==> config.mk <==
export PLATFORM = sky130hd
export DESIGN_NAME = prpe_hist
export DESIGN_NICKNAME = d
export VERILOG_FILES = /design/src/hdl/prpe_pkg.sv /design/src/hdl/prpe_hist.sv
export SDC_FILE = /design/constraint.sdc
export NUM_CORES = 2
export LEC_CHECK = 0
export BUFFER_PORTS_ARGS = -buffer_cell sky130_fd_sc_hd__buf_2
export CORE_MARGIN = 3
export CORE_UTILIZATION = 60
export CTS_CLUSTER_SIZE = 14
export DETAILED_ROUTE_END_ITERATION = 10
export PLACE_DENSITY = 0.87
export SYNTH_ARGS = -nofsm -noshare
export SYNTH_HDL_FRONTEND = slang
export SYNTH_SLANG_ARGS = --single-unit
==> constraint.sdc <==
create_clock -name clk -period 22 [get_ports clk]
set_input_delay 3.3 -clock clk [delete_from_list [all_inputs] [get_ports clk]]
set_output_delay 3.3 -clock clk [all_outputs]
set_load 0.02 [all_outputs]
==> src/hdl/prpe_pkg.sv <==
// Package: shared widths, constants and the per-rank history record.
package prpe_pkg;

  localparam int RANK_FW   = 6;
  localparam int REGION_W  = 64;
  localparam int TIME_W    = 48;
  localparam int PROG_W    = 17;
  localparam int CFG_IDX_W = 1;
  localparam int PROD_W    = PROG_W + TIME_W;
  localparam int INC_W     = PROG_W + 1;

  localparam int NUM_RANKS_DEF = 16;

  localparam logic [PROG_W-1:0] ONE_Q16 = PROG_W'(65536);
  localparam logic [PROG_W-1:0] MAX_Q16 = PROG_W'(65535);
  localparam logic [INC_W-1:0]  INC_MAX = INC_W'(131072);

  localparam logic [CFG_IDX_W-1:0] REG_UNMARKED = 1'b0;
  localparam logic [CFG_IDX_W-1:0] REG_EPOCH    = 1'b1;

  localparam logic OP_PROFILE = 1'b0;
  localparam logic OP_ALIGN   = 1'b1;

  typedef struct packed {
    logic [1:0]          cnt;
    logic [TIME_W-1:0]   t_old;
    logic [PROG_W-1:0]   p_old;
    logic [TIME_W-1:0]   t_new;
    logic [PROG_W-1:0]   p_new;
    logic [REGION_W-1:0] region;
  } hist_rec_t;

endpackage

==> src/hdl/prpe_hist.sv <==
// History memory: one record per rank, registered read, valid bits for reset.
module prpe_hist #(
  parameter int DEPTH = prpe_pkg::NUM_RANKS_DEF,
  parameter int AW    = 4
) (
  input  logic                clk,
  input  logic                rst_n,
  input  logic                we,
  input  logic [AW-1:0]       waddr,
  input  prpe_pkg::hist_rec_t wdata,
  input  logic                re,
  input  logic [AW-1:0]       raddr,
  output prpe_pkg::hist_rec_t rdata
);

  prpe_pkg::hist_rec_t mem [DEPTH];
  logic [DEPTH-1:0]    valid_r;
  prpe_pkg::hist_rec_t rdata_r;
  logic                rvld_r;

  always_ff @(posedge clk) begin
    if (we) begin
      mem[waddr] <= wdata;
    end
    if (re) begin
      rdata_r <= mem[raddr];
    end
  end

  always_ff @(posedge clk) begin
    if (!rst_n) begin
      valid_r <= '0;
      rvld_r  <= 1'b0;
    end else begin
      if (we) begin
        valid_r[waddr] <= 1'b1;
      end
      if (re) begin
        rvld_r <= valid_r[raddr];
      end
    end
  end

  // An entry never written since reset reads as the all-zero record.
  assign rdata = rvld_r ? rdata_r : '0;

endmodule

Word-level counts from Yosys, hierarchy flattened

Memories as Yosys holds them, arrays and structs flattened. A register that Yosys moved wholly into a read port is not among the register bits.
Cells that the tools add are included.

Logic and storage cells: 15
Memory bits (writable): 3,136
Input port bits: 208
Memories: 1
Register bits after elaboration: 17
Output and inout bits: 196

Reductions and logical operators: 1
$lt $le $gt $ge: 3
Mux-type cells: 7
Bitwise logic cells: 1

Memory list:

| name | depth | width | read ports | clocked after memory_dff | write ports | line            | source |
|---|---|---|---|---|---|---|---|
| mem  | 16    | 196   | 1          | 1                        | 1           | prpe_hist.sv:16 | `prpe_pkg::hist_rec_t mem [DEPTH];` |

Operators with widths:

| kind                                                        | number |
|---|---|
| 2-to-1 mux 196 bit                                          | 1 |
| bitwise OR 16 bit                                           | 1 |
| less-than comparator 4 x 5 -> 1 bit (second input constant) | 2 |
| binary-select mux 1 bit (select 4 bit)                      | 1 |
| demux 1 bit (select 4 bit)                                  | 1 |
| >= comparator 4 x 1 -> 1 bit (second input constant)        | 1 |
| 2-to-1 mux 1 bit                                            | 4 |
| logical AND 1 bit                                           | 1 |

Depth between registers and ports, before layout

Depth in word-level cells: 5
Depth in mapped cells: 8
Gate-level depth less buffers: 4

Worst setup path after synthesis

OpenSTA, ideal clock, no wires.

Path kind: in2reg
Start: input waddr[2]
End: memory mem[0][0] in the netlist's numbering, enable pin
Data required time: 21.003 ns
Arrival time: 16.988 ns
Buffers on the path: 0
Cell stages on the path: 2
Setup time: 0.997 ns
Slack: 4.015 ns
Cells stage by stage: or3b_1 nor3_1

RTL lines:

| element            | line            | source |
|---|---|---|
| start: declaration | prpe_hist.sv:9  | `input logic [AW-1:0] waddr,` |
| end: declaration   | prpe_hist.sv:16 |  |

No word-level cell before the write port.

==> impl_metrics.env <==
export IMPL_grt_pass1_vias=63000
export IMPL_leakagePower_nw=44.9
export IMPL_critPathMaxFanout=94
export IMPL_die_area_sq_um=215000
export IMPL_slowest_delay_ns=1.13
export IMPL_path_class="register to output port"
export IMPL_fillers=11700
export IMPL_postRouteWirelength_mm=324
export IMPL_cts_tree="built"
export IMPL_grt_pass1_wl_mm=466
export IMPL_yosysSeqAreaShare=0.799
export IMPL_chipHeight_um=464
export IMPL_r2r_end="rdata_r[97]"
export IMPL_cts_sinks=3349
export IMPL_tightestPinTransition_ns=1.29
export IMPL_cp_cell_sequence="buf_4, and2_1, buf_2"
export IMPL_grt_ovfl_total=0
export IMPL_drtAntennaViolNets=0
export IMPL_yosys_register_bits=3349
export IMPL_place_gp_congestion=0.773
export IMPL_place_hpwl_mm=146
export IMPL_total_power_mw=13.3
export IMPL_num_io_pins=404
export IMPL_period_share=0.327
export IMPL_hold_buffers=0
export IMPL_die_w_um=464
export IMPL_reg2regPathDepth=2
export IMPL_post_cts_buffers=0
export IMPL_num_vias=59300
export IMPL_multi_input_area_sq_um=24100
export IMPL_clkLatencyLatePin_ns=0.93
export IMPL_clk_pin_slew_ns=0.06
export IMPL_vias_per_cell=6.85
export IMPL_post_cts_resized=0
export IMPL_relSlewSlack=0.142
export IMPL_finalCriticalPeriod_ns=7.20
export IMPL_cp_slowest_cell="dfxtp_4"
export IMPL_wl_per_cell_um=37.4
export IMPL_crit_start="rvld_r"
export IMPL_track_usage=0.307
export IMPL_netlist_instances=5007
export IMPL_crit_required_ns=18.70
export IMPL_start_util=0.605
export IMPL_yosys_area_top_type="edfxtp_1"
export IMPL_syn_cell_area_sq_um=126000
export IMPL_synthTopCellsByArea="edfxtp_1, mux4_2, and2_1"
export IMPL_synth_edff_count=3332
export IMPL_ir_drop_mv=0.0857
export IMPL_setup_violations=0
export IMPL_min_to="valid_r[4]"
export IMPL_synth_top_area_frac=0.796
export IMPL_drc=0
export IMPL_cts_buffers_inserted=333
export IMPL_regArea_sq_um=100000
export IMPL_async_reset_ff_frac=0
export IMPL_cts_max_level=5
export IMPL_fp_coreArea_sq_um=208000
export IMPL_critPathCaptureType="output port"
export IMPL_cts_root_buffer_cell="clkbuf_16"
export IMPL_holdCritPathClass="register to register"
export IMPL_rsz0062_at_grt="no"
export IMPL_synth_flop_cell="edfxtp_1"
export IMPL_synth_nets=5215
export IMPL_drive_gt1_frac=0.322
export IMPL_critPathLaunchType="register"
export IMPL_syn_to_final_growth_pct=12.4
export IMPL_finClkSkew_ns=0.0534
export IMPL_powerDensity_nw_per_um2=94.2
export IMPL_cts_buffer_depth=4
export IMPL_r2r_slack_ns=19.80
export IMPL_hold_viol=0
export IMPL_r2r_start="mem[14][97]"
export IMPL_cp_arrival_ns=3.90
export IMPL_outcome="completed"
export IMPL_synth_cell_types=25
export IMPL_min_delay_start="valid_r[4]"
export IMPL_yosys_warnings=0
export IMPL_drv_cap=0
export IMPL_yosysMostFrequentCell="edfxtp_1"
export IMPL_whs_path_depth=1
export IMPL_tns_ns=0
export IMPL_grt_max_degree=156
export IMPL_portBuffers=403
export IMPL_drt_initial_drc_count=8626
export IMPL_drv_slew=0
export IMPL_fmax_mhz=139
export IMPL_synthTopCellsByCount="edfxtp_1, mux4_2, and2_1"
export IMPL_fin_nets=5782
export IMPL_antenna_found_initial=95
export IMPL_core_rowCount=167
export IMPL_synth_avg_cell_area_sq_um=25.1
export IMPL_first_pass_iters=6
final cells by class:
type	instances	share of cell area
flip-flops and latches	3349	0.710
repair buffers	493	0.0213
clock buffers	405	0.0619
well taps	2788	0.0247
multi-input cells	1396	0.171
inverters	1	0.0000266
diodes	75	0.00133
clock inverters	162	0.00947
critical path: cells and delay by family, from the launching register on:
kind,cells,cell delay (ns)
flip-flops,1,1.13
buffers and inverters,2,1.18
AND/OR/NAND/NOR,1,0.54
where the power goes:
part	leakage [nW]	internal, mW	switching [mW]	total (mW)
Clock	4.93	3.06	2.37	5.42
Sequential	30.4	7.19	0.0613	7.25
Combinational	9.63	0.260	0.374	0.634
state kept, by name, summed over array words and instances, names as in the netlist:
name and flops:
rvld_r 1, valid_r 16, mem 3136, rdata_r 196
how the worst max path moves through the flow:
stage	endpoint	slack [ns]	cells after the start
6_report	rdata[165]	14.80	3
3_5_place_dp	rdata_r[125]	13.98	6
5_1_grt	rdata_r[115]	14.59	6
3_3_place_gp	rdata_r[117]	14.06	6
4_1_cts	rdata[165]	14.78	3
2_1_floorplan	mem[0][0]	4.01	2
cell usage in the layout (no fill, tap or decap), types with 16 or more instances in the layout:
cell type  Yosys  layout
clkbuf_1     152      64
a21oi_1       55      55
mux4_2       927     927
buf_2         56     398
clkinv_2       0      48
buf_4         25      69
nor2b_1       56      56
clkbuf_16      0     339
diode_2        0      75
bufinv_16      0      20
buf_12         0      22
clkinv_1       0      71
mux2i_1       59      59
o21a_1        16      16
dfxtp_1       17      16
a211oi_1      55      55
and2_1       196     196
edfxtp_1    3332    3332
kinds of logic after synthesis:
group | count (synthesis) | share of synthesized area
and+or+nand+nor | 280 | 0.0136
DFF | 3349 | 0.799
muxes | 986 | 0.171
buffers and inverters | 262 | 0.0103
AOI/OAI and AO/OA | 130 | 0.00670
layer usage:
layer / track usage / vias up / wire, um
li1: - / 22700 / -
met1: 0.388 / 31300 / 106000
met2: 0.505 / 4431 / 165000
met3: 0.0614 / 846 / 33100
met4: 0.172 / 28 / 18800
met5: 0 / - / 174
stage by stage:
step / hold WS (ns) / cell area [sq um] / std cells / setup WS, ns / utilization
floorplan: 0.435 / 126000 / 5007 / 4.01 / -
global placement: 0.442 / 131000 / 8027 / 14.06 / 0.631
detailed placement: 0.453 / 131000 / 8027 / 13.98 / 0.631
CTS: 0.467 / 141000 / 8594 / 14.78 / 0.679
global route: 0.486 / 141000 / 8639 / 14.59 / 0.680
finish: 0.467 / 141000 / 8669 / 14.80 / 0.680
Note: power is estimated with default switching activity, not from simulation.
