$ cat src/hdl/prpe_pkg.sv
// Package: shared widths, constants and the per-rank history record.
package prpe_pkg;

  localparam int RANK_FW   = 6;
  localparam int REGION_W  = 64;
  localparam int TIME_W    = 48;
  localparam int PROG_W    = 17;
  localparam int CFG_IDX_W = 1;
  localparam int PROD_W    = PROG_W + TIME_W;
  localparam int INC_W     = PROG_W + 1;

  localparam int NUM_RANKS_DEF = 16;

  localparam logic [PROG_W-1:0] ONE_Q16 = PROG_W'(65536);
  localparam logic [PROG_W-1:0] MAX_Q16 = PROG_W'(65535);
  localparam logic [INC_W-1:0]  INC_MAX = INC_W'(131072);

  localparam logic [CFG_IDX_W-1:0] REG_UNMARKED = 1'b0;
  localparam logic [CFG_IDX_W-1:0] REG_EPOCH    = 1'b1;

  localparam logic OP_PROFILE = 1'b0;
  localparam logic OP_ALIGN   = 1'b1;

  typedef struct packed {
    logic [1:0]          cnt;
    logic [TIME_W-1:0]   t_old;
    logic [PROG_W-1:0]   p_old;
    logic [TIME_W-1:0]   t_new;
    logic [PROG_W-1:0]   p_new;
    logic [REGION_W-1:0] region;
  } hist_rec_t;

endpackage

$ cat src/hdl/prpe_mul.sv
// Bit-serial multiplier: one multiplier bit per cycle, LSB first.
module prpe_mul (
  input  logic                          clk,
  input  logic                          rst_n,
  input  logic                          start,
  input  logic [prpe_pkg::PROG_W-1:0]   a,
  input  logic [prpe_pkg::TIME_W-1:0]   b,
  output logic                          done,
  output logic [prpe_pkg::PROD_W-1:0]   prod
);

  localparam int CW = $clog2(prpe_pkg::TIME_W);

  logic                          busy_r;
  logic                          done_r;
  logic [CW-1:0]                 cnt_r;
  logic [prpe_pkg::PROG_W-1:0]   a_r;
  logic [prpe_pkg::PROG_W-1:0]   hi_r;
  logic [prpe_pkg::TIME_W-1:0]   lo_r;
  logic [prpe_pkg::PROG_W:0]     sum;

  assign sum = {1'b0, hi_r} + (lo_r[0] ? {1'b0, a_r} : '0);

  always_ff @(posedge clk) begin
    if (!rst_n) begin
      busy_r <= 1'b0;
      done_r <= 1'b0;
      cnt_r  <= '0;
    end else begin
      done_r <= 1'b0;
      if (start) begin
        busy_r <= 1'b1;
        cnt_r  <= '0;
      end else if (busy_r) begin
        cnt_r <= cnt_r + 1'b1;
        if (cnt_r == CW'(prpe_pkg::TIME_W - 1)) begin
          busy_r <= 1'b0;
          done_r <= 1'b1;
        end
      end
    end
  end

  always_ff @(posedge clk) begin
    if (start) begin
      a_r  <= a;
      hi_r <= '0;
      lo_r <= b;
    end else if (busy_r) begin
      hi_r <= sum[prpe_pkg::PROG_W:1];
      lo_r <= {sum[0], lo_r[prpe_pkg::TIME_W-1:1]};
    end
  end

  assign done = done_r;
  assign prod = {hi_r, lo_r};

endmodule

$ cat config.mk
export PLATFORM = sky130hd
export DESIGN_NAME = prpe_mul
export DESIGN_NICKNAME = d
export VERILOG_FILES = /design/src/hdl/prpe_pkg.sv /design/src/hdl/prpe_mul.sv
export SDC_FILE = /design/constraint.sdc
export NUM_CORES = 1
export LEC_CHECK = 0
export ABC_AREA = 1
export BUFFER_PORTS_ARGS = -buffer_cell sky130_fd_sc_hd__buf_2
export CORE_MARGIN = 3
export CORE_UTILIZATION = 45
export CTS_CLUSTER_DIAMETER = 120
export DETAILED_ROUTE_END_ITERATION = 8
export GPL_TIMING_DRIVEN = 0
export PLACE_DENSITY = 0.71
export SKIP_CTS_REPAIR_TIMING = 1
export SLEW_MARGIN = 30
export SYNTH_ARGS = -nofsm -noshare
export SYNTH_HDL_FRONTEND = slang
export SYNTH_SLANG_ARGS = --single-unit
export TNS_END_PERCENT = 10
$ cat constraint.sdc
create_clock -name clk -period 4.4 [get_ports clk]
set_input_delay 0.22 -clock clk [delete_from_list [all_inputs] [get_ports clk]]
set_output_delay 0.22 -clock clk [all_outputs]
set_load 0.01 [all_outputs]
== Word level (Yosys, flattened, before mapping) ==
Index checks and enable logic that the tools add are counted.

* Register bits: 90
* Bits in latches: 0
* Memory bits (writable): 0
* ROM bits: 0
* Output and inout port bits: 66
* Logic and storage cells: 21
* Memories kept: 0

* Add/subtract/negate cells: 2
* Multipliers: 0
* Div/mod/pow operators: 0
* Order comparisons: 0
* Equality and inequality tests: 1
* Shift-type cells: 0
* Multiplexer cells: 7
* Bitwise operators: 2
* Reductions and logical operators: 3

{| class="wikitable"
|+ Operator list
! operator !! count
|-
| $mux 48 || 2
|-
| $add 17x17->18 || 1
|-
| $mux 17 || 1
|-
| $add 6x1->6 const B || 1
|-
| $eq 6x6->1 const B || 1
|-
| $mux 1 || 4
|-
| $reduce_or 3->1 || 1
|-
| $not 1->1 || 2
|-
| $reduce_bool 2->1 || 1
|-
| $reduce_or 2->1 || 1
|}

== Depth between registers and ports, before layout ==
* Depth after elaboration: 4
* Gate-level depth with buffers: 17
* Mapped depth without buffers: 16

== Least setup slack after synthesis ==
No wires, ideal clock.

* Kind: register to register
* From: register lo_r[0] (netlist name)
* To: register hi_r[14] (netlist name)
* Library setup time: 0.109 ns
* Data arrival time: 1.946 ns
* Required time: 4.291 ns
* Slack: 2.345 ns
* Stages on the path, launching flop included: 16
* Path buffers: 2
* Cell sequence: edfxtp_1 clkbuf_1 clkbuf_1 nand2_1 inv_1 ha_1 nand2_1 inv_1 nand2_1 nand2_1 a21oi_1 nand2_1 nand2_1 nand3_1 nand2_1 inv_1

* Word-level cells in the longest chain between the ends: 2

{| class="wikitable"
|+ Ends and longest elaborated chain
! what !! RTL line !! text
|-
| from (decl) || prpe_mul.sv:19 || <nowiki>logic [prpe_pkg::TIME_W-1:0] lo_r;</nowiki>
|-
| from (signal assigned) || prpe_mul.sv:51 || <nowiki>lo_r <= {sum[0], lo_r[prpe_pkg::TIME_W-1:1]};</nowiki>
|-
| $mux 17 || prpe_mul.sv:22 || <nowiki>assign sum = {1'b0, hi_r} + (lo_r[0] ? {1'b0, a_r} : '0);</nowiki>
|-
| $add 17x17->18 || prpe_mul.sv:22 ||
|-
| to (signal assigned) || prpe_mul.sv:50 || <nowiki>hi_r <= sum[prpe_pkg::PROG_W:1];</nowiki>
|-
| to (decl) || prpe_mul.sv:18 || <nowiki>logic [prpe_pkg::PROG_W-1:0] hi_r;</nowiki>
|}

Every way passes these cells.
A chain may end at the register's enable or synchronous reset.

== Final worst setup path ==
* From: register lo_r[0] (netlist name)
* To: register hi_r[11] (netlist name)

The elaborated chain is that of the path after synthesis.

==> flow_summary.ini <==
[status]
status = finished clean

[die]
core_area_um2 = 9950
ios = 134
dieArea_um2 = 11700
die_width_um = 108
die-height_um = 108
row_count = 36
initial_core_util_pct = 47.2

[sta]
setup_violations = 0
drv_slew = 0
layout_setup_ws_ps = 1940
worst_clock_skew_ps = 8.30
period_share_pct = 55.9
rsz0062_at_grt = false
finalHoldViolations = 0
final.min_clock_period_ps = 2460
tightestPinTransition_ps = 666
final.setup.tns_ps = 0
maxSlewHeadroom_pct = 55.6
max_freq_ghz = 0.406

[yosys]
mappedNetlistArea_um2 = 4700
synth_cells = 594
ys_ff_latch = 90
synth_warnings = 0
syn_area_per_cell_um2 = 7.91
synth_cell_types = 29
syn_nets = 681
ys_seq_area_share_pct = 52.2
synthArstFlopShare_pct = 0
ys.flop_type = edfxtp_1
synth_edf_count = 65

[placement]
dp.cells = 860
place.gp.congestion = 0.859
place_hpwl_um = 8610
numPortBuffers = 133
dpl_cell_area_um2 = 5540
dp_slack_ps = 1910

[routing]
vias = 4111
first_iter_violations = 195
viasPerCell = 4.70
drt_wl_total_um = 11400
wl_per_cell_um = 13.0
first_pass_iters = 5
drtAntennaViolNets = 0
route.detailed.drc = 0

[final_layout]
diodes = 0
stdcell_area_um2 = 5730
area_delta_synth_final_pct = 21.9
instances_no_fill = 875
seq_area_um2 = 2450
final_nets = 825
fillers = 932
multiInputGateArea_um2 = 1870
fin_util_pct = 57.6
layout-drive-gt1-share_pct = 23.7

[global_routing]
grt_max_degree = 51
grt_pass1_vias = 3801
grt_use_total_pct = 19.9
grt_overflow = 0
antenna_found_initial = 0
grt_pass1_wl_um = 18100

[clock_network]
cts-root-buf = clkbuf_8
cts_made_buffers = 9
clk_latency_ps = 360
clk_pin_slew_ps = 90
cts_tree = done
htree_num_levels = 3
cts.sinks = 90
cts_buffer_depth = 2

[hold_path]
hold_path_class = primary input to flip-flop

[setup_path]
cp-start-kind = flip-flop
required_ps = 4670
crit_path_max_fanout = 10
end_kind = flip-flop
critical_path_class = flip-flop to flip-flop
cp.arrival_ps = 2730

[power]
p_leak_nw = 3.10
power_density_nw_per_um2 = 345
max-vdd-ir-drop_mv = 0.168

[flow_run]
max_cap_violations = 0
area by class of cell:
class	instances	share of cell area, %
clock inverter	6	1.16
clock buffer	9	2.16
sequential	90	42.8
timing repair buffer	133	11.6
multi-input combinational	406	32.6
tap	133	2.90
inverter	81	5.31
buffer	17	1.44
kinds of logic after synthesis:
kind of cell	after synthesis	share of synthesized area [%]
adders and majority gates	19	5.22
xor gates and xnor gates	2	0.373
AOI/OAI and AO/OA	29	3.25
and+or+nand+nor	356	30.8
buffers and inverters	98	8.23
DFF	90	52.2
through the flow:
| step | total power [W] | hold WS, ps |
|---|---|---|
| 2_1_floorplan | 0.00128 | 319 |
| 3_3_place_gp | 0.00143 | 396 |
| 3_5_place_dp | 0.00144 | 398 |
| 4_1_cts | 0.00200 | 7.97 |
| 5_1_grt | 0.00209 | 6.49 |
| 6_report | 0.00198 | 26.9 |
metal layers:
layer | share of wire (%) | GRT usage (%) | vias up
li1 | - | - | 2156
met1 | 46 | 26.8 | 1815
met2 | 46 | 31.4 | 115
met3 | 5.2 | 3.34 | 25
met4 | 3.0 | 9.38 | 0
met5 | 0 | 0 | -
state kept, by name (all words and copies together) (netlist names):
signal	flops
busy_r	1
cnt_r	6
lo_r	48
hi_r	17
done	1
a_r	17
cell usage in the layout, fill, tap and decap left out, types with 2 or more instances in the layout:
master,instances
nand2_1,268
buf_2,142
inv_1,77
edfxtp_1,65
nor2_1,34
nand3_1,27
dfxtp_1,25
ha_1,18
a21oi_1,16
nand2_2,9
o21ai_0,9
clkbuf_8,9
clkbuf_1,6
nor3_1,5
or2_0,3
inv_2,3
nor3_2,3
clkinv_1,2
buf_4,2
xnor2_1,2
and2_1,2
clkinvlp_4,2
cell usage after synthesis (2+ instances only):
| cell | n | area (µm²) |
|---|---|---|
| xnor2_1 | 2 | 17.5 |
| nand2_1 | 269 | 1010 |
| buf_4 | 2 | 15.0 |
| o21ai_0 | 9 | 45.0 |
| nor3_1 | 5 | 25.0 |
| nand2_2 | 9 | 56.3 |
| nor3_2 | 3 | 30.0 |
| and2_1 | 2 | 12.5 |
| nor2_1 | 34 | 128 |
| inv_2 | 3 | 11.3 |
| buf_2 | 9 | 45.0 |
| or2_0 | 3 | 18.8 |
| a21oi_1 | 16 | 80.1 |
| inv_1 | 77 | 289 |
| dfxtp_1 | 25 | 500 |
| ha_1 | 18 | 225 |
| edfxtp_1 | 65 | 1950 |
| clkbuf_1 | 6 | 22.5 |
| nand3_1 | 27 | 135 |
report_power, final:
group / internal (W) / switching (W)
combinational: 0.000146 / 0.000235
clock: 0.000260 / 0.000300
sequential: 0.000997 / 0.0000392
total: 0.00140 / 0.000573
worst max-delay path, cell delays in order, from the launching register on:
cell and delay (ps):
edfxtp_1 350, clkbuf_1 330, clkbuf_1 400, nand2_1 100, inv_1 70, ha_1 270, nand2_1 120, inv_1 70
a21oi_1 160, nand2_2 110, nand2_1 90, nand2_1 60, nand2_1 60, nand3_1 70, nand2_1 60, inv_1 40
final timing paths:
path                              start               endpoint  slack [ps]  depth (start not counted)
hold / removal                     a[2]       a_r[2]$_DFFE_PP_          30                          1
setup / recovery      lo_r[0]$_DFFE_PP_  hi_r[11]$_SDFFE_PP0P_        1940                         15
hold reg to reg   cnt_r[0]$_SDFFE_PP0P_  cnt_r[0]$_SDFFE_PP0P_         490                          1
setup reg to reg      lo_r[0]$_DFFE_PP_  hi_r[11]$_SDFFE_PP0P_        1940                         15
No activity file was read; power rests on OpenSTA's default activity.
