`src/hdl/prpe_pkg.sv`:
```
// Package: shared widths, constants and the per-rank history record.
package prpe_pkg;

  localparam int RANK_FW   = 6;
  localparam int REGION_W  = 64;
  localparam int TIME_W    = 48;
  localparam int PROG_W    = 17;
  localparam int CFG_IDX_W = 1;
  localparam int PROD_W    = PROG_W + TIME_W;
  localparam int INC_W     = PROG_W + 1;

  localparam int NUM_RANKS_DEF = 16;

  localparam logic [PROG_W-1:0] ONE_Q16 = PROG_W'(65536);
  localparam logic [PROG_W-1:0] MAX_Q16 = PROG_W'(65535);
  localparam logic [INC_W-1:0]  INC_MAX = INC_W'(131072);

  localparam logic [CFG_IDX_W-1:0] REG_UNMARKED = 1'b0;
  localparam logic [CFG_IDX_W-1:0] REG_EPOCH    = 1'b1;

  localparam logic OP_PROFILE = 1'b0;
  localparam logic OP_ALIGN   = 1'b1;

  typedef struct packed {
    logic [1:0]          cnt;
    logic [TIME_W-1:0]   t_old;
    logic [PROG_W-1:0]   p_old;
    logic [TIME_W-1:0]   t_new;
    logic [PROG_W-1:0]   p_new;
    logic [REGION_W-1:0] region;
  } hist_rec_t;

endpackage

```
`src/hdl/prpe_div.sv`:
```
// Bit-serial restoring divider with a quotient saturated at twice full scale.
module prpe_div (
  input  logic                          clk,
  input  logic                          rst_n,
  input  logic                          start,
  input  logic [prpe_pkg::PROD_W-1:0]   dividend,
  input  logic [prpe_pkg::TIME_W-1:0]   divisor,
  output logic                          done,
  output logic [prpe_pkg::INC_W-1:0]    quo
);

  localparam int CW = $clog2(prpe_pkg::PROD_W);

  logic                          busy_r;
  logic                          done_r;
  logic [CW-1:0]                 cnt_r;
  logic [prpe_pkg::TIME_W-1:0]   dvs_r;
  logic [prpe_pkg::TIME_W-1:0]   rem_r;
  logic [prpe_pkg::PROD_W-1:0]   dvd_r;
  logic [prpe_pkg::INC_W-1:0]    q_r;
  logic                          ovf_r;
  logic [prpe_pkg::TIME_W:0]     sh;
  logic [prpe_pkg::TIME_W+1:0]   diff;
  logic                          ge;

  assign sh   = {rem_r, dvd_r[prpe_pkg::PROD_W-1]};
  assign diff = {1'b0, sh} - {2'b00, dvs_r};
  assign ge   = !diff[prpe_pkg::TIME_W+1];

  always_ff @(posedge clk) begin
    if (!rst_n) begin
      busy_r <= 1'b0;
      done_r <= 1'b0;
      cnt_r  <= '0;
    end else begin
      done_r <= 1'b0;
      if (start) begin
        busy_r <= 1'b1;
        cnt_r  <= '0;
      end else if (busy_r) begin
        cnt_r <= cnt_r + 1'b1;
        if (cnt_r == CW'(prpe_pkg::PROD_W - 1)) begin
          busy_r <= 1'b0;
          done_r <= 1'b1;
        end
      end
    end
  end

  always_ff @(posedge clk) begin
    if (start) begin
      dvs_r <= divisor;
      rem_r <= '0;
      dvd_r <= dividend;
      q_r   <= '0;
      ovf_r <= 1'b0;
    end else if (busy_r) begin
      rem_r <= ge ? diff[prpe_pkg::TIME_W-1:0] : sh[prpe_pkg::TIME_W-1:0];
      dvd_r <= {dvd_r[prpe_pkg::PROD_W-2:0], 1'b0};
      q_r   <= {q_r[prpe_pkg::INC_W-2:0], ge};
      ovf_r <= ovf_r | q_r[prpe_pkg::INC_W-1];
    end
  end

  assign done = done_r;
  assign quo  = (ovf_r || (q_r > prpe_pkg::INC_MAX)) ? prpe_pkg::INC_MAX : q_r;

endmodule

```
`config.mk`:
```
export PLATFORM = sky130hd
export DESIGN_NAME = prpe_div
export DESIGN_NICKNAME = d
export VERILOG_FILES = /design/src/hdl/prpe_pkg.sv /design/src/hdl/prpe_div.sv
export SDC_FILE = /design/constraint.sdc
export NUM_CORES = 1
export LEC_CHECK = 0
export BUFFER_PORTS_ARGS = -buffer_cell sky130_fd_sc_hd__buf_2
export CAP_MARGIN = 20
export CORE_MARGIN = 3
export CORE_UTILIZATION = 55
export CTS_BUF_LIST = sky130_fd_sc_hd__clkbuf_2
export CTS_CLUSTER_DIAMETER = 150
export DETAILED_ROUTE_END_ITERATION = 6
export PLACE_DENSITY = 0.79
export SLEW_MARGIN = 20
export SYNTH_ARGS = -nofsm -noshare
export SYNTH_HDL_FRONTEND = slang
export SYNTH_SLANG_ARGS = --single-unit
export TNS_END_PERCENT = 20
```
`constraint.sdc`:
```
create_clock -name clk -period 2.7 [get_ports clk]
set_input_delay 0.135 -clock clk [delete_from_list [all_inputs] [get_ports clk]]
set_output_delay 0.135 -clock clk [all_outputs]
set_load 0.005 [all_outputs]
```
Word level (Yosys, flattened, before mapping)
Index checks and enable logic that the tools add are counted.
- input bits: 116
- register bits after elaboration: 189
- order comparisons: 1
- bitwise operators: 3
- equality and inequality tests: 1
- $add $sub $neg: 2
- reduce and logical (&&, ||, !) cells: 5
- muxes and demuxes: 8
- operator list (kind ; number):
    $mux W65 ; 2
    $sub A49 B48 Y50 ; 1
    $mux W48 ; 1
    $gt A18 B18 Y1 const B ; 1
    $mux W18 ; 1
    $add A7 B1 Y7 const B ; 1
    $eq A7 B7 Y1 const B ; 1
    $mux W1 ; 4
    $reduce_or A3 Y1 ; 1
    $not A1 Y1 ; 2
    $reduce_bool A2 Y1 ; 1
    $reduce_or A2 Y1 ; 1
    $logic_not A1 Y1 ; 1
    $logic_or A1 B1 Y1 ; 1
    $or A1 B1 Y1 ; 1

Longest topological paths before layout
- depth after elaboration: 4
- gate-level depth with buffers: 15

Least setup slack after synthesis
Ideal clock, no wire load.
- path type: reg-to-reg
- from: register dvs_r[3] (netlist bit)
- to: register rem_r[47] (netlist bit)
- required time: 2.614 ns
- path slack: -0.259 ns
- path buffers: 0
- clock period less this slack: 2.959 ns
- arrival: 2.874 ns
- stages on the path, launching flop included: 13
- cell sequence: edfxtp_1 inv_1 ha_1 and2_1 a221oi_2 a211oi_2 o21ai_2 nand3_1 a2111oi_2 nor2_1 a41oi_1 mux2_2 a211oi_1
- cells in the longest elaborated chain, start to end: 2
- ends and longest elaborated chain (item ; line ; source):
    start: declaration ; prpe_div.sv:17 ; logic [prpe_pkg::TIME_W-1:0] dvs_r;
    start signal: assignment ; prpe_div.sv:52 ; dvs_r <= divisor;
    $sub A49 B48 Y50 ; prpe_div.sv:27 ; assign diff = {1'b0, sh} - {2'b00, dvs_r};
    $mux W48 ; prpe_div.sv:58 ; rem_r <= ge ? diff[prpe_pkg::TIME_W-1:0] : sh[prpe_pkg::TIME_W-1:0];
    end signal: assignment ; prpe_div.sv:58 ;
    end: declaration ; prpe_div.sv:18 ; logic [prpe_pkg::TIME_W-1:0] rem_r;
Every way passes these cells.
A chain may end at the register's enable or synchronous reset.

Worst setup path in the final report
- from: register dvs_r[7] (netlist bit)
- to: register rem_r[41] (netlist bit)
Same word-level chain as after synthesis.

==> run_results.csv <==
group,metric,value,unit
logic_synthesis,synth_common_cells,"nand2_1 (116), edfxtp_1 (113), nor2_1 (101)",
global_routing,grt_pass1_vias,9500,
logic_synthesis,ys_seq_area_frac,0.465,
pwr,ir_worst_vdd,0.385,mV
worst_setup_path,cp_data_required_time,3.44,ns
sta,final-setup-viol-count,52,
cts,htree_levels,4,
global_routing,antenna_found_initial,2,
route,routedWlPerCell,18.5,um
pwr,p_per_area,514,mW/mm2
route,vias_per_cell,5.73,
cts,cts_buffers,17,
floorplanning,dieHeight,145,um
logic_synthesis,synth_top_cell_area_share,0.321,
sta,maxSlewViolCount,0,
worst_setup_path,crit_top_cell,"buf_4",
outcome,violations,"negative setup slack",
logic_synthesis,async_reset_ff_frac,0,
worst_setup_path,arrival,3.75,ns
worst_setup_path,r2r_start,"dvs_r[7]",
cts,insertion_delay,0.85,ns
cells_and_area,multi_input_area,0.00575,mm2
place,placed_area,0.0124,mm2
global_routing,track_usage,0.282,
sta,fin_ws,-0.308,ns
global_routing,grt_pass1_wl,46.8,mm
logic_synthesis,syn_inst,1063,
sta,post-route-period-util,1.11,
cts,cts_num_sinks,189,
place,portBuffers,134,
logic_synthesis,ys_ff_latch,189,
worst_setup_path,startpoint,"dvs_r[7]",
worst_setup_path,worstSetupPathType,"register to register",
cts,cts-root-buf,"clkbuf_2",
global_routing,grt_max_degree,63,
sta,hold_violations,0,
pwr,combPwrFrac,0.343,
sta,skew,0.0829,ns
place,finalWeightedCongestion,0.928,
cells_and_area,drive_gt1_frac,0.341,
floorplanning,fp.dieW,145,um
route,drc,0,
worst_setup_path,cp_slowest_cell,"edfxtp_1",
sta,period_needed,3.01,ns
cts,cts_tree,"yes",
pwr,switching_share,0.356,
min_path,hold_start,"divisor[1]",
sta,worst_pin_slew,0.919,ns
cts,path_clk_slew,0.34,ns
logic_synthesis,synth_warnings,0,
cells_and_area,nNetsFinal,1651,
place,dp_hpwl,17.2,mm
logic_synthesis,yosysUniqueCellTypes,60,
logic_synthesis,ys.flop_type,"edfxtp_1",
route,wl,32.0,mm
worst_setup_path,path_cells,"inv_1 -> ha_1 -> a21o_1 -> a31oi_1 -> o21ai_1 -> o21ai_2 -> nand3_2 -> a2111oi_4 -> buf_4 -> buf_4 -> o31ai_1 -> xnor2_1 -> nand2_1 -> a211oi_2",
logic_synthesis,synth-edff-count,113,
floorplanning,coreArea,0.0188,mm2
cells_and_area,area_growth,44.4,%
logic_synthesis,synth_top_area_cell,"edfxtp_1",
pwr,finalPower,7850,uW
worst_setup_path,critPathMaxStageDelay,0.42,ns
worst_setup_path,crit_fanout,4,
logic_synthesis,yosysMostFrequentCell,"nand2_1",
logic_synthesis,syn-mean-instance-area,9.94,um2
pwr,power.switching,2800,uW
logic_synthesis,syn_area,0.0106,mm2
worst_setup_path,critPathLaunchType,"register",
floorplanning,dieArea,0.0209,mm2
min_path,hold_class,"input pin to register",
cells_and_area,seq_area,0.00492,mm2
route,vias,9924,
route,antenna_left,0,
logic_synthesis,syn_nets,1230,
outcome,status,"finished, violations left",
sta,relSlewSlack,0.387,
pwr,p_int,5050,uW
pwr,leakage,0.00648,uW
floorplanning,initial_core_util,0.563,
route,drt-initial-drc-count,879,
sta,fmax,332,MHz
logic_synthesis,ys_top_cells_by_area,"edfxtp_1 (32%), dfxtp_1 (14%), mux2_2 (6.9%), ha_1 (5.9%), nand2_1 (4.1%)",
cells_and_area,stdcell_area,0.0153,mm2
floorplanning,rows,50,
sta,fin_tns_setup,-6.65,ns
worst_setup_path,endpoint_kind,"register",
route,dr.pass1.iters,6,
worst_setup_path,critPathBufInv,3,
cts,cts.path.max_buffers,2,
pwr,seqPwrFrac,0.440,
worst_setup_path,crit_family,"compound AO/OA/AOI/OAI gates",
floorplanning,io_pins,135,
global_routing,overflow,0,
sta,rsz0062_at_grt,"yes",
pwr,clockPowerShare,0.217,
cells_and_area,fill_cells,1047,
flow_run,maxCapViolations,0,
[placed cells by master (no fill, tap or decap), drive strengths merged, types with 4 or more instances in the layout]
master / count
buf: 288
dlygate4sd3: 173
nand2: 116
edfxtp: 113
nor2: 101
inv: 80
a21oi: 78
dfxtp: 76
mux2: 65
ha: 50
o21ai: 37
a311oi: 30
and2: 24
xor2: 23
xnor2: 20
clkbuf: 20
nand3: 20
nand4: 19
mux2i: 19
a211oi: 18
a21o: 16
and3: 12
nor3: 11
o211ai: 8
o21bai: 8
nor2b: 7
a31oi: 7
or3: 6
nand2b: 5
o21a: 4
clkinv: 4
a221oi: 4
[cell type report]
class / count / share of cell area
antenna: 2 / 0.000328
multi-input combinational: 743 / 0.377
inverter: 69 / 0.0170
sequential: 189 / 0.323
timing repair buffer: 464 / 0.244
tap: 234 / 0.0192
clock inverter: 15 / 0.0147
clock buffer: 17 / 0.00558
[path summary, 6_finish.rpt]
check / to / slack (ns) / cells past startpoint
worst max register to register: rem_r[41] / -0.31 / 14
worst max-delay path: rem_r[41] / -0.31 / 14
worst min-delay path: dvs_r[1] / 0.04 / 2
worst min register to register: rem_r[33] / 0.51 / 2
[layer usage]
metal,up-vias,part of all wire,global-route usage
met1,4706,0.40,0.355
li1,4664,-,-
met4,0,0.031,0.0928
met2,458,0.50,0.484
met5,-,0,0
met3,96,0.067,0.0595
[sequential cells by signal (all words and copies together) (netlist names)]
register,cells
dvd_r,65
q_r,18
ovf_r,1
cnt_r,7
dvs_r,48
rem_r,48
done,1
busy_r,1
[what timing repair did]
item,4_1_cts,5_1_grt
pin swaps,46,35
gates resized for setup,75,53
setup endpoints to repair,57,57
buffers inserted,11,13
hold buffers,167,6
endpoints found under the hold margin,171,6
gates cloned,0,3
[cells by family (layout without fill, tap and decap cells)]
group	count (synthesis)	after routing	share of synthesized area
AOI/OAI and AO/OA	232	232	0.157
DFF	189	189	0.465
other	0	2	0
muxes	84	84	0.0872
and+or+nand+nor	333	333	0.143
xor gates and xnor gates	43	43	0.0356
buffers and inverters	131	565	0.0506
adders and majority gates	51	51	0.0611
[stage by stage]
step                      std cells  hold WS [ns]  utilization  setup WS [ns]
final                          1733        0.0356        0.813         -0.308
after global placement         1499         0.312        0.658         -0.270
after global routing           1733      -0.00942        0.813         -0.428
after floorplan                1063         0.234            -        -0.0373
after detailed placement       1499         0.313        0.658         -0.419
after CTS                      1709       0.00120        0.785         -0.263
[power by group through the flow]
stage | registers, uW | clock network, uW | logic, uW
final | 3450 | 1710 | 2690
after global routing | 3480 | 1840 | 2880
after CTS | 3430 | 1700 | 2340
after detailed placement | 3490 | 0 | 2000
after global placement | 3480 | 0 | 1960
after floorplan | 3460 | 0 | 1300
No activity file was read; power rests on OpenSTA's default activity.
